<file path="config.mk">
export PLATFORM = sky130hd
export DESIGN_NAME = fvts_ctrl
export DESIGN_NICKNAME = d
export VERILOG_FILES = /design/src/rtl/fvts_pkg.sv /design/src/rtl/fvts_ctrl.sv
export SDC_FILE = /design/constraint.sdc
export NUM_CORES = 1
export LEC_CHECK = 0
export BUFFER_PORTS_ARGS = -buffer_cell sky130_fd_sc_hd__buf_2
export CAP_MARGIN = 0
export CORE_AREA = 2 2 70 72
export CTS_BUF_LIST = sky130_fd_sc_hd__clkbuf_8
export DETAILED_ROUTE_END_ITERATION = 10
export DIE_AREA = 0 0 72 74
export PLACE_DENSITY_LB_ADDON = 0.05
export SETUP_SLACK_MARGIN = 0.05
export SYNTH_ARGS = -nofsm -noshare
export SYNTH_HDL_FRONTEND = slang
export SYNTH_SLANG_ARGS = --single-unit
</file>
<file path="constraint.sdc">
create_clock -name clk -period 2.1 [get_ports clk]
set_clock_uncertainty 0.15 [all_clocks]
set_input_delay 0.42 -clock clk [delete_from_list [all_inputs] [get_ports clk]]
set_output_delay 0.42 -clock clk [all_outputs]
set_load 0.05 [all_outputs]
</file>
<file path="src/rtl/fvts_pkg.sv">
// ----------------------------------------------------------------------------
// fvts_pkg
// Shared constants, codes, state type and control structs of the vector
// search block.
// ----------------------------------------------------------------------------
package fvts_pkg;

  localparam int DIM_MAX   = 64;
  localparam int CAPACITY  = 1024;
  localparam int K_MAX     = 16;
  localparam int ELEM_BITS = 16;

  localparam int ID_W       = 32;
  localparam int SCORE_W    = 48;
  localparam int STATUS_W   = 2;
  localparam int TOPK_W     = 5;
  localparam int DIM_W      = 7;
  localparam int MODE_W     = 2;
  localparam int CFG_IDX_W  = 1;
  localparam int CFG_DATA_W = 7;

  localparam int IDX_W      = $clog2(DIM_MAX);
  localparam int SLOT_W     = $clog2(CAPACITY);
  localparam int CNT_W      = $clog2(CAPACITY + 1);
  localparam int ADDR_W     = SLOT_W + IDX_W;
  localparam int K_W        = $clog2(K_MAX + 1);
  localparam int LIST_IDX_W = $clog2(K_MAX);
  localparam int EXT_W      = ELEM_BITS + 1;
  localparam int PROD_W     = 2 * EXT_W;
  localparam int MAG_W      = 40;
  localparam int ROOT_W     = MAG_W / 2;
  localparam int REM_W      = ROOT_W + 2;
  localparam int NUM_W      = 2 * ELEM_BITS;
  localparam int STEP_W     = $clog2(NUM_W);
  localparam int SQRT_STEPS = ROOT_W;
  localparam int DIV_STEPS  = NUM_W;
  localparam int Q_MAX      = (1 << (ELEM_BITS - 1)) - 1;
  localparam int COS_SHIFT  = 6;

  localparam logic [MODE_W-1:0] MODE_L2  = 2'd0;
  localparam logic [MODE_W-1:0] MODE_DOT = 2'd1;
  localparam logic [MODE_W-1:0] MODE_COS = 2'd2;

  localparam logic [STATUS_W-1:0] RES_HIT   = 2'd0;
  localparam logic [STATUS_W-1:0] RES_ADDED = 2'd1;
  localparam logic [STATUS_W-1:0] RES_FULL  = 2'd2;
  localparam logic [STATUS_W-1:0] RES_NONE  = 2'd3;

  localparam logic [CFG_IDX_W-1:0] REG_DIM  = 1'd0;
  localparam logic [CFG_IDX_W-1:0] REG_MODE = 1'd1;

  typedef enum logic [3:0] {
    S_IDLE,
    S_DECIDE,
    S_SQRT,
    S_XFER_RD,
    S_XFER_CALC,
    S_DIV,
    S_XFER_WR,
    S_SCAN_RD,
    S_SCAN_MUL,
    S_SCAN_ACC,
    S_SCAN_INS,
    S_EMIT,
    S_REPLY
  } state_t;

  typedef struct packed {
    logic                in_ready;
    logic                out_valid;
    logic                vec_clr;
    logic                sqrt_init;
    logic                sqrt_step;
    logic                ebuf_rd;
    logic                val_load;
    logic                div_init;
    logic                div_step;
    logic                vec_wr;
    logic                commit;
    logic                reply_set;
    logic [STATUS_W-1:0] reply_code;
    logic                list_clr;
    logic                acc_clr;
    logic                scan_rd;
    logic                mul;
    logic                acc_add;
    logic                ins;
    logic                emit_list;
    logic                emit_adv;
    logic [IDX_W-1:0]    idx;
    logic [SLOT_W-1:0]   slot;
  } cmd_t;

  typedef struct packed {
    logic accept_last;
    logic is_query;
    logic full;
    logic cos;
    logic k_zero;
    logic count_zero;
    logic slot_last;
    logic emit_last;
    logic out_ready;
  } stat_t;

  function automatic logic [DIM_W-1:0] eff_dim(input logic [DIM_W-1:0] d);
    if (d == '0) begin
      return DIM_W'(1);
    end else if (d > DIM_W'(DIM_MAX)) begin
      return DIM_W'(DIM_MAX);
    end
    return d;
  endfunction

endpackage

</file>
<file path="src/rtl/fvts_ctrl.sv">
// ----------------------------------------------------------------------------
// fvts_ctrl
// Sequencer: collects elements, normalizes in cosine mode, stores or scans, then replies.
// ----------------------------------------------------------------------------
module fvts_ctrl (
  input  logic            clk,
  input  logic            rst,
  input  fvts_pkg::stat_t stat,
  output fvts_pkg::cmd_t  cmd
);
  import fvts_pkg::*;

  state_t              state, state_next;
  logic [IDX_W-1:0]    i, i_next;
  logic [STEP_W-1:0]   cnt, cnt_next;
  logic [SLOT_W-1:0]   slot, slot_next;
  logic                i_last;

  assign i_last = (i == IDX_W'(DIM_MAX - 1));

  always_ff @(posedge clk) begin
    if (rst) begin
      state <= S_IDLE;
      i     <= '0;
      cnt   <= '0;
      slot  <= '0;
    end else begin
      state <= state_next;
      i     <= i_next;
      cnt   <= cnt_next;
      slot  <= slot_next;
    end
  end

  always_comb begin
    state_next = state;
    unique case (state)
      S_IDLE:      if (stat.accept_last) state_next = S_DECIDE;
      S_DECIDE: begin
        if (!stat.is_query && stat.full) begin
          state_next = S_REPLY;
        end else if (stat.cos) begin
          state_next = S_SQRT;
        end else begin
          state_next = S_XFER_RD;
        end
      end
      S_SQRT:      if (cnt == STEP_W'(SQRT_STEPS - 1)) state_next = S_XFER_RD;
      S_XFER_RD:   state_next = S_XFER_CALC;
      S_XFER_CALC: state_next = stat.cos ? S_DIV : S_XFER_WR;
      S_DIV:       if (cnt == STEP_W'(DIV_STEPS - 1)) state_next = S_XFER_WR;
      S_XFER_WR: begin
        if (!i_last) begin
          state_next = S_XFER_RD;
        end else if (!stat.is_query || stat.k_zero || stat.count_zero) begin
          state_next = S_REPLY;
        end else begin
          state_next = S_SCAN_RD;
        end
      end
      S_SCAN_RD:   state_next = S_SCAN_MUL;
      S_SCAN_MUL:  state_next = S_SCAN_ACC;
      S_SCAN_ACC:  state_next = i_last ? S_SCAN_INS : S_SCAN_RD;
      S_SCAN_INS:  state_next = stat.slot_last ? S_EMIT : S_SCAN_RD;
      S_EMIT:      if (stat.out_ready && stat.emit_last) state_next = S_IDLE;
      S_REPLY:     if (stat.out_ready) state_next = S_IDLE;
      default:     state_next = S_IDLE;
    endcase
  end

  always_comb begin
    i_next    = i;
    cnt_next  = cnt;
    slot_next = slot;
    case (state)
      S_DECIDE: begin
        i_next   = '0;
        cnt_next = '0;
      end
      S_SQRT, S_DIV: cnt_next = cnt + STEP_W'(1);
      S_XFER_CALC:   cnt_next = '0;
      S_XFER_WR: begin
        i_next    = i_last ? '0 : i + IDX_W'(1);
        slot_next = '0;
      end
      S_SCAN_ACC:    i_next = i_last ? '0 : i + IDX_W'(1);
      S_SCAN_INS:    slot_next = slot + SLOT_W'(1);
      default: ;
    endcase
  end

  always_comb begin
    cmd      = '0;
    cmd.idx  = i;
    cmd.slot = slot;
    unique case (state)
      S_IDLE:      cmd.in_ready = 1'b1;
      S_DECIDE: begin
        cmd.sqrt_init  = 1'b1;
        cmd.reply_set  = !stat.is_query && stat.full;
        cmd.reply_code = RES_FULL;
      end
      S_SQRT:      cmd.sqrt_step = 1'b1;
      S_XFER_RD:   cmd.ebuf_rd = 1'b1;
      S_XFER_CALC: begin
        cmd.val_load = 1'b1;
        cmd.div_init = 1'b1;
      end
      S_DIV:       cmd.div_step = 1'b1;
      S_XFER_WR: begin
        cmd.vec_wr = 1'b1;
        if (i_last) begin
          cmd.commit     = !stat.is_query;
          cmd.reply_set  = 1'b1;
          cmd.reply_code = stat.is_query ? RES_NONE : RES_ADDED;
          cmd.list_clr   = 1'b1;
          cmd.acc_clr    = 1'b1;
        end
      end
      S_SCAN_RD: begin
        cmd.scan_rd = 1'b1;
        cmd.vec_clr = 1'b1;
      end
      S_SCAN_MUL:  cmd.mul = 1'b1;
      S_SCAN_ACC:  cmd.acc_add = 1'b1;
      S_SCAN_INS: begin
        cmd.ins     = 1'b1;
        cmd.acc_clr = 1'b1;
      end
      S_EMIT: begin
        cmd.out_valid = 1'b1;
        cmd.emit_list = 1'b1;
        cmd.emit_adv  = stat.out_ready;
      end
      S_REPLY: begin
        cmd.out_valid = 1'b1;
        cmd.vec_clr   = 1'b1;
      end
      default: ;
    endcase
  end

endmodule

</file>
==> metrics.txt, run 1 <==
status=finished with violations; failing checks=negative setup slack; post-synth cell types=60; r2r endpoint=slot[9]; GRT Util Overall=20.4%; worst r2r src=state[0]; endpoints failing setup=1; RSZ-0062 raised after global routing=true; r2r worst-path depth=7; CP arrival=1.53 ns; post-layout net count=around 320; Sequential Power Share=a little under a fifth; first-pass GRT wire length=8650 um; Slew @ Worst Pin=between 0.4 and 0.5 ns; syn avg cell area=8.16 sq um; H-tree depth=1; dominant synthesized flop cell=dfxtp_1; crit end category=output pin; final instance area=2940 sq um; routability cong.=about 0.83; Max Buffers Root-to-Sink=2; Hold/Removal Path Class=register to register; flops & latches, synth=25; Synth area leader=dfxtp_1; min cycle time layout=~2.1 ns; max cap viols=0; post-DR vias/cell=between 5 and 6; Row Count=25; placed cells=approximately 320; Tcrit/Tclk final=100%; vias in the first global route=about 1700; Logic pwr share=between 70% and 80%; worst IR drop on VDD=roughly 730 uV; # hold bufs at CTS=0; Pint=approximately 1.7 mW; synthesized instance count=220; share of the synthesized area in the top cell type=27.9%; Post-synth EDFFs=0; Vias=roughly 2000; yosys warns=0; Die Span X=around 72 um; Post-synth top cells=dfxtp_1, nor2_1, nand2_1, a21oi_1, nand2b_1; worst-path fanout max=8; Skew-Pair Late Insertion Delay=0.27 ns; I/O Pins=between 40 and 50; most numerous cell in the Yosys netlist=dfxtp_1; die area=~5300 sq um; post-synthesis net count=approximately 240; Post-synth ARST share=0%; drt wl/cell=~16 um; Final Hold Violating Endpoints=0; register-to-register setup slack=between 0.1 and 0.15 ns; clock share of power=around a tenth; Final Hold Slack=around 0.36 ns; ANT nets after route=0; sequential share of the synthesized area=~28%; switching power=between 1 and 1.5 mW; CTS tree=yes; Critical Path Source=state[0]; synth top area cells=dfxtp_1, nor2_1, a21oi_1, nand2_1, nand2b_1; share of cells above drive strength 1=between 50% and 60%; register area=528 sq um; initial antenna violation count=0; CP required=~1.5 ns; CP Launch Type=register; DRC viols=0; Post-Route WL=roughly 5700 um; Switching Fraction=between 40 and 50%; Initial Util=39.0%; largest net degree at the start of global routing=27; Critical path destination=cmd[33]; area grow syn2layout=63.6%; Die Height=~74 um; pwr dens=1040 nW/um^2; DR pass1 iterations=6; Slew Viols, Final=0; global route total overflow=0; CTS Buf Count=3; Placed Area=around 2300 sq um; critical setup path kind=register to output pin; multi-input logic area=approximately 1400 sq um; core area=around 4600 sq um; hpwl dp=roughly 3700 um; final setup margin=-0.00411 ns; total inserted antenna cells=0; number of port buffers=48; Leak Pwr=roughly 1.2 nW; Reg clk slew, reported paths=around 0.090 ns; TritonCTS Sinks=25; synthesized cell area=1790 sq um; fmax=around 480 MHz; starting DRC count in detailed routing=a little over 90; clock root buffer=clkbuf_8; fill count=about 390; Max transition margin=68.5%; Post-Layout Cell Count=between 300 and 400
critical path, stage by stage, from the launching register on:
cell,delay [ns]
dfxtp_4,0.36
buf_12,0.14
or4b_4,0.55
inv_2,0.08
buf_8,0.14
per-stage QoR:
| step | power (mW) | setup TNS [ns] | util, % | setup WS (ns) |
|---|---|---|---|---|
| floorplan | 1.66 | -0.459 | - | -0.177 |
| global placement | 2.01 | 0 | 49.7 | 0.127 |
| detailed placement | 2.00 | 0 | 49.7 | 0.112 |
| CTS | 2.68 | -0.00370 | 57.5 | -0.00370 |
| global route | 3.18 | -0.223 | 63.8 | -0.0481 |
| finish | 3.04 | -0.00411 | 63.8 | -0.00411 |
power by group through the flow:
stage | sequential [mW] | clock [mW] | combinational [mW]
after floorplan | 0.561 | 0 | 1.10
after CTS | 0.579 | 0.304 | 1.80
after detailed placement | 0.563 | 0 | 1.44
final | 0.584 | 0.294 | 2.16
after global placement | 0.566 | 0 | 1.45
after global routing | 0.590 | 0.322 | 2.27
how the worst min path moves through the flow:
stage / cells past startpoint / slack [ns] / endpoint / from
final: 1 / 0.36 / i[3] / i[3]
after global routing: 3 / 0.37 / state[0] / rst
after CTS: 3 / 0.34 / state[0] / rst
after detailed placement: 1 / 0.35 / i[3] / i[3]
after floorplan: 1 / 0.34 / cnt[2] / cnt[2]
after global placement: 1 / 0.35 / i[3] / i[3]
final cells by class:
cell class	instances	area share [%]
Clock buffer	3	1.41
Clock inverter	1	0.128
Inverter	9	1.24
Multi-Input combinational cell	170	46.4
Sequential cell	25	18.0
Tap cell	54	2.30
Timing Repair Buffer	98	30.5
cell usage in the layout, fill, tap and decap left out, types with 6 or more instances in the layout:
cell type and n:
buf_4 42, buf_2 28, nor2_1 21, nand2_1 18, a21oi_1 15, dfxtp_1 15, nand2b_1 10, buf_8 10
buf_6 10, inv_1 6, nand3_1 6, dfxtp_4 6
repair_timing:
item / 4_1_cts / 5_1_grt
setup buffers: 9 / 19
setup endpoints to repair: 18 / 19
cloned: 3 / 1
hold endpoints to repair: 0 / 0
pin swaps: 6 / 6
gates resized for setup: 48 / 33
logic make-up after synthesis:
kind of cell	count (synthesis)	synth area share [%]
buffers and inverters	25	7.04
multiplexers	5	3.00
XOR/XNOR	1	0.488
adder cells (fa/ha/maj)	4	2.79
AO/OA/AOI/OAI	59	26.2
AND/OR/NAND/NOR	101	32.6
flip-flops	25	27.9
metal layers:
metal  global-route usage, %  up-vias  share of wire, %
met1                    29.4      969                48
met3                    3.52        7               3.3
li1                        -      997                 -
met5                       0        -                 0
met2                    32.2       40                48
met4                    4.40        0              0.84
registers in the layout (all words and copies together), names as in the netlist:
signal	cells
slot	10
i	6
cnt	5
state	4
(Power assumes the default switching activity.)
==> run 2: changes to the inputs <==
--- a/config.mk
+++ b/config.mk
@@ -7,10 +7,12 @@
 export LEC_CHECK = 0
 export BUFFER_PORTS_ARGS = -buffer_cell sky130_fd_sc_hd__buf_2
 export CAP_MARGIN = 0
-export CORE_AREA = 2 2 70 72
+export CELL_PAD_IN_SITES_DETAIL_PLACEMENT = 0
+export CELL_PAD_IN_SITES_GLOBAL_PLACEMENT = 1
+export CORE_AREA = 2 2 71 73
 export CTS_BUF_LIST = sky130_fd_sc_hd__clkbuf_8
 export DETAILED_ROUTE_END_ITERATION = 10
-export DIE_AREA = 0 0 72 74
+export DIE_AREA = 0 0 73 75
 export PLACE_DENSITY_LB_ADDON = 0.05
 export SETUP_SLACK_MARGIN = 0.05
 export SYNTH_ARGS = -nofsm -noshare
==> run 2 against run 1 <==
- the run now ends clean
- maximum frequency is 0.21% higher
- die area up 2.8%
- flip-flop and latch count did not move
- utilization fell by 3.2 points
- routed wire length shrank 1.7%
- register-to-register slack about the same
- non-clock buffer count down 11
- clock-buffer cell count unchanged
- design area is 3.7% lower
- global-route usage shrank 0.069 points
- critical endpoint unchanged
- largest cell class unchanged
==> metrics.txt, run 2 (same netlist as run 1, synthesis figures left out) <==
status=complete, no violations; clock root buffer=clkbuf_8; hold endpoint=state[1]; TritonCTS Sinks=25; RSZ-0062 raised after global routing=true; endpoints failing setup=0; r2r endpoint=state[0]; Post-Route WL=approximately 5600 um; routability cong.=~0.77; Skew-Pair Late Insertion Delay=about 0.27 ns; area grow syn2layout=57.5%; die area=between 5000 and 6000 sq um; max reg flops=10; final setup margin=about 0.00037 ns; fmax=approximately 480 MHz; worst r2r src=cnt[1]; Final Hold Violating Endpoints=0; number of port buffers=between 40 and 50; post-layout net count=slightly above 300; crit-path cells=buf_12, or4b_4, inv_2, buf_8; DP Worst Slack=roughly 0.04 ns; biggest regs=slot (10), i (6), cnt (5); CTS Buf Count=3; CP Launch Type=register; min cycle time layout=2.10 ns; crit end category=output pin; total inserted antenna cells=0; worst hold path cell count=3; hpwl dp=3670 um; ANT nets after route=0; DR pass1 iterations=4; Row Count=25; CP peak stage delay=~0.54 ns; CP arrival=1.53 ns; Top reg by flops=slot; Die Span X=approximately 73 um; core area=about 4700 sq um; register area=about 530 sq um; Slew @ Worst Pin=roughly 0.38 ns; multi-input logic area=~1400 sq um; H-tree depth=1; worst IR drop on VDD=between 800 and 900 uV; register-to-register setup slack=about 0.12 ns; Vias=just under 2000; leading cell type in the layout, fill and taps excluded=buf_4; GRT Util Overall=a little over 20%; # hold bufs at CTS=0; largest net degree at the start of global routing=27; share of cells above drive strength 1=~49%; drt wl/cell=16.2 um; commonest non-fill, non-tap cells in the layout=buf_4, buf_2, nor2_1; worst-path fanout max=10; final core utilization=60.6%; total power=about 2.9 mW; Tcrit/Tclk final=about 100%; fill count=roughly 400; Slew Viols, Final=0; crit path max-delay cell type=or4b_4; Reg clk slew, reported paths=~0.09 ns; global route total overflow=0; first-pass GRT wire length=8800 um; worst path buffer plus inverter count=3; Critical Path Source=state[0]; DRC viols=0; critical path's top delay family=simple AND/OR/NAND/NOR gates; Hold/Removal Path Class=input port to register; Leak Pwr=between 1 and 1.5 nW; critical setup path kind=register to output pin; post-DR vias/cell=roughly 5.6; vias in the first global route=approximately 1800; max cap viols=0; I/O Pins=between 40 and 50; CP required=roughly 1.5 ns; Max transition margin=approximately three quarters; Max Buffers Root-to-Sink=2; pwr dens=1020 nW/um^2; r2r worst-path depth=6; starting DRC count in detailed routing=107; Die Height=approximately 75 um; initial antenna violation count=0; Initial Util=roughly two fifths; CTS tree=yes; HP Start=rst
[run 2: worst max-delay path by stage]
stage / endpoint / slack [ns] / depth (start not counted)
6_report: cmd[33] / 0.0004 / 4
3_5_place_dp: slot[9] / 0.04 / 7
4_1_cts: cmd[27] / -0.02 / 4
2_1_floorplan: cmd[22] / -0.18 / 4
5_1_grt: cmd[20] / -0.06 / 5
3_3_place_gp: slot[9] / 0.08 / 7
[run 2: report_power, final]
| part | total [mW] | internal (mW) | switching [mW] |
|---|---|---|---|
| Sequential | 0.582 | 0.530 | 0.0516 |
| Clock | 0.292 | 0.133 | 0.159 |
| Combinational | 2.01 | 0.953 | 1.06 |
[run 2: worst register-to-register path, delay by kind of cell (launching register included)]
family                   cells  cell delay [ns]
AND/OR/NAND/NOR              2             0.72
adder cells (fa/ha/maj)      2             0.41
flip-flops                   1             0.37
AO/OA/AOI/OAI                2             0.26
[run 2: layout make-up]
cell class | instances | share of cell area [%]
clock inverter | 1 | 0.177
timing repair buffer | 87 | 27.5
tap | 54 | 2.39
multi-input combinational | 170 | 48.5
sequential | 25 | 18.6
clock buffer | 3 | 1.46
inverter | 9 | 1.28
[run 2: stage by stage]
stage	instance area, sq um	cells	hold WS, ns	TNS (ns)
after floorplan	1900	220	0.341	-0.459
after global placement	2250	319	0.356	0
after detailed placement	2250	319	0.352	0
after CTS	2630	339	0.369	-0.0423
after global routing	2830	349	0.334	-0.358
final	2830	349	0.337	0
[run 2: metal layers]
layer,routed length (um),up-vias,part of all wire (%),track usage (%)
li1,-,972,-,-
met1,2630,917,47,29.2
met2,2650,57,47,32.2
met3,279,10,4.9,4.02
met4,80,0,1.4,3.50
met5,0,-,0,0
[run 2: timing repair]
item | 4_1_cts | 5_1_grt
setup buffers | 14 | 10
pin swaps | 7 | 7
endpoints found under the hold margin | 0 | 0
setup endpoints to repair | 19 | 23
gates cloned | 2 | 0
resized for setup | 49 | 31
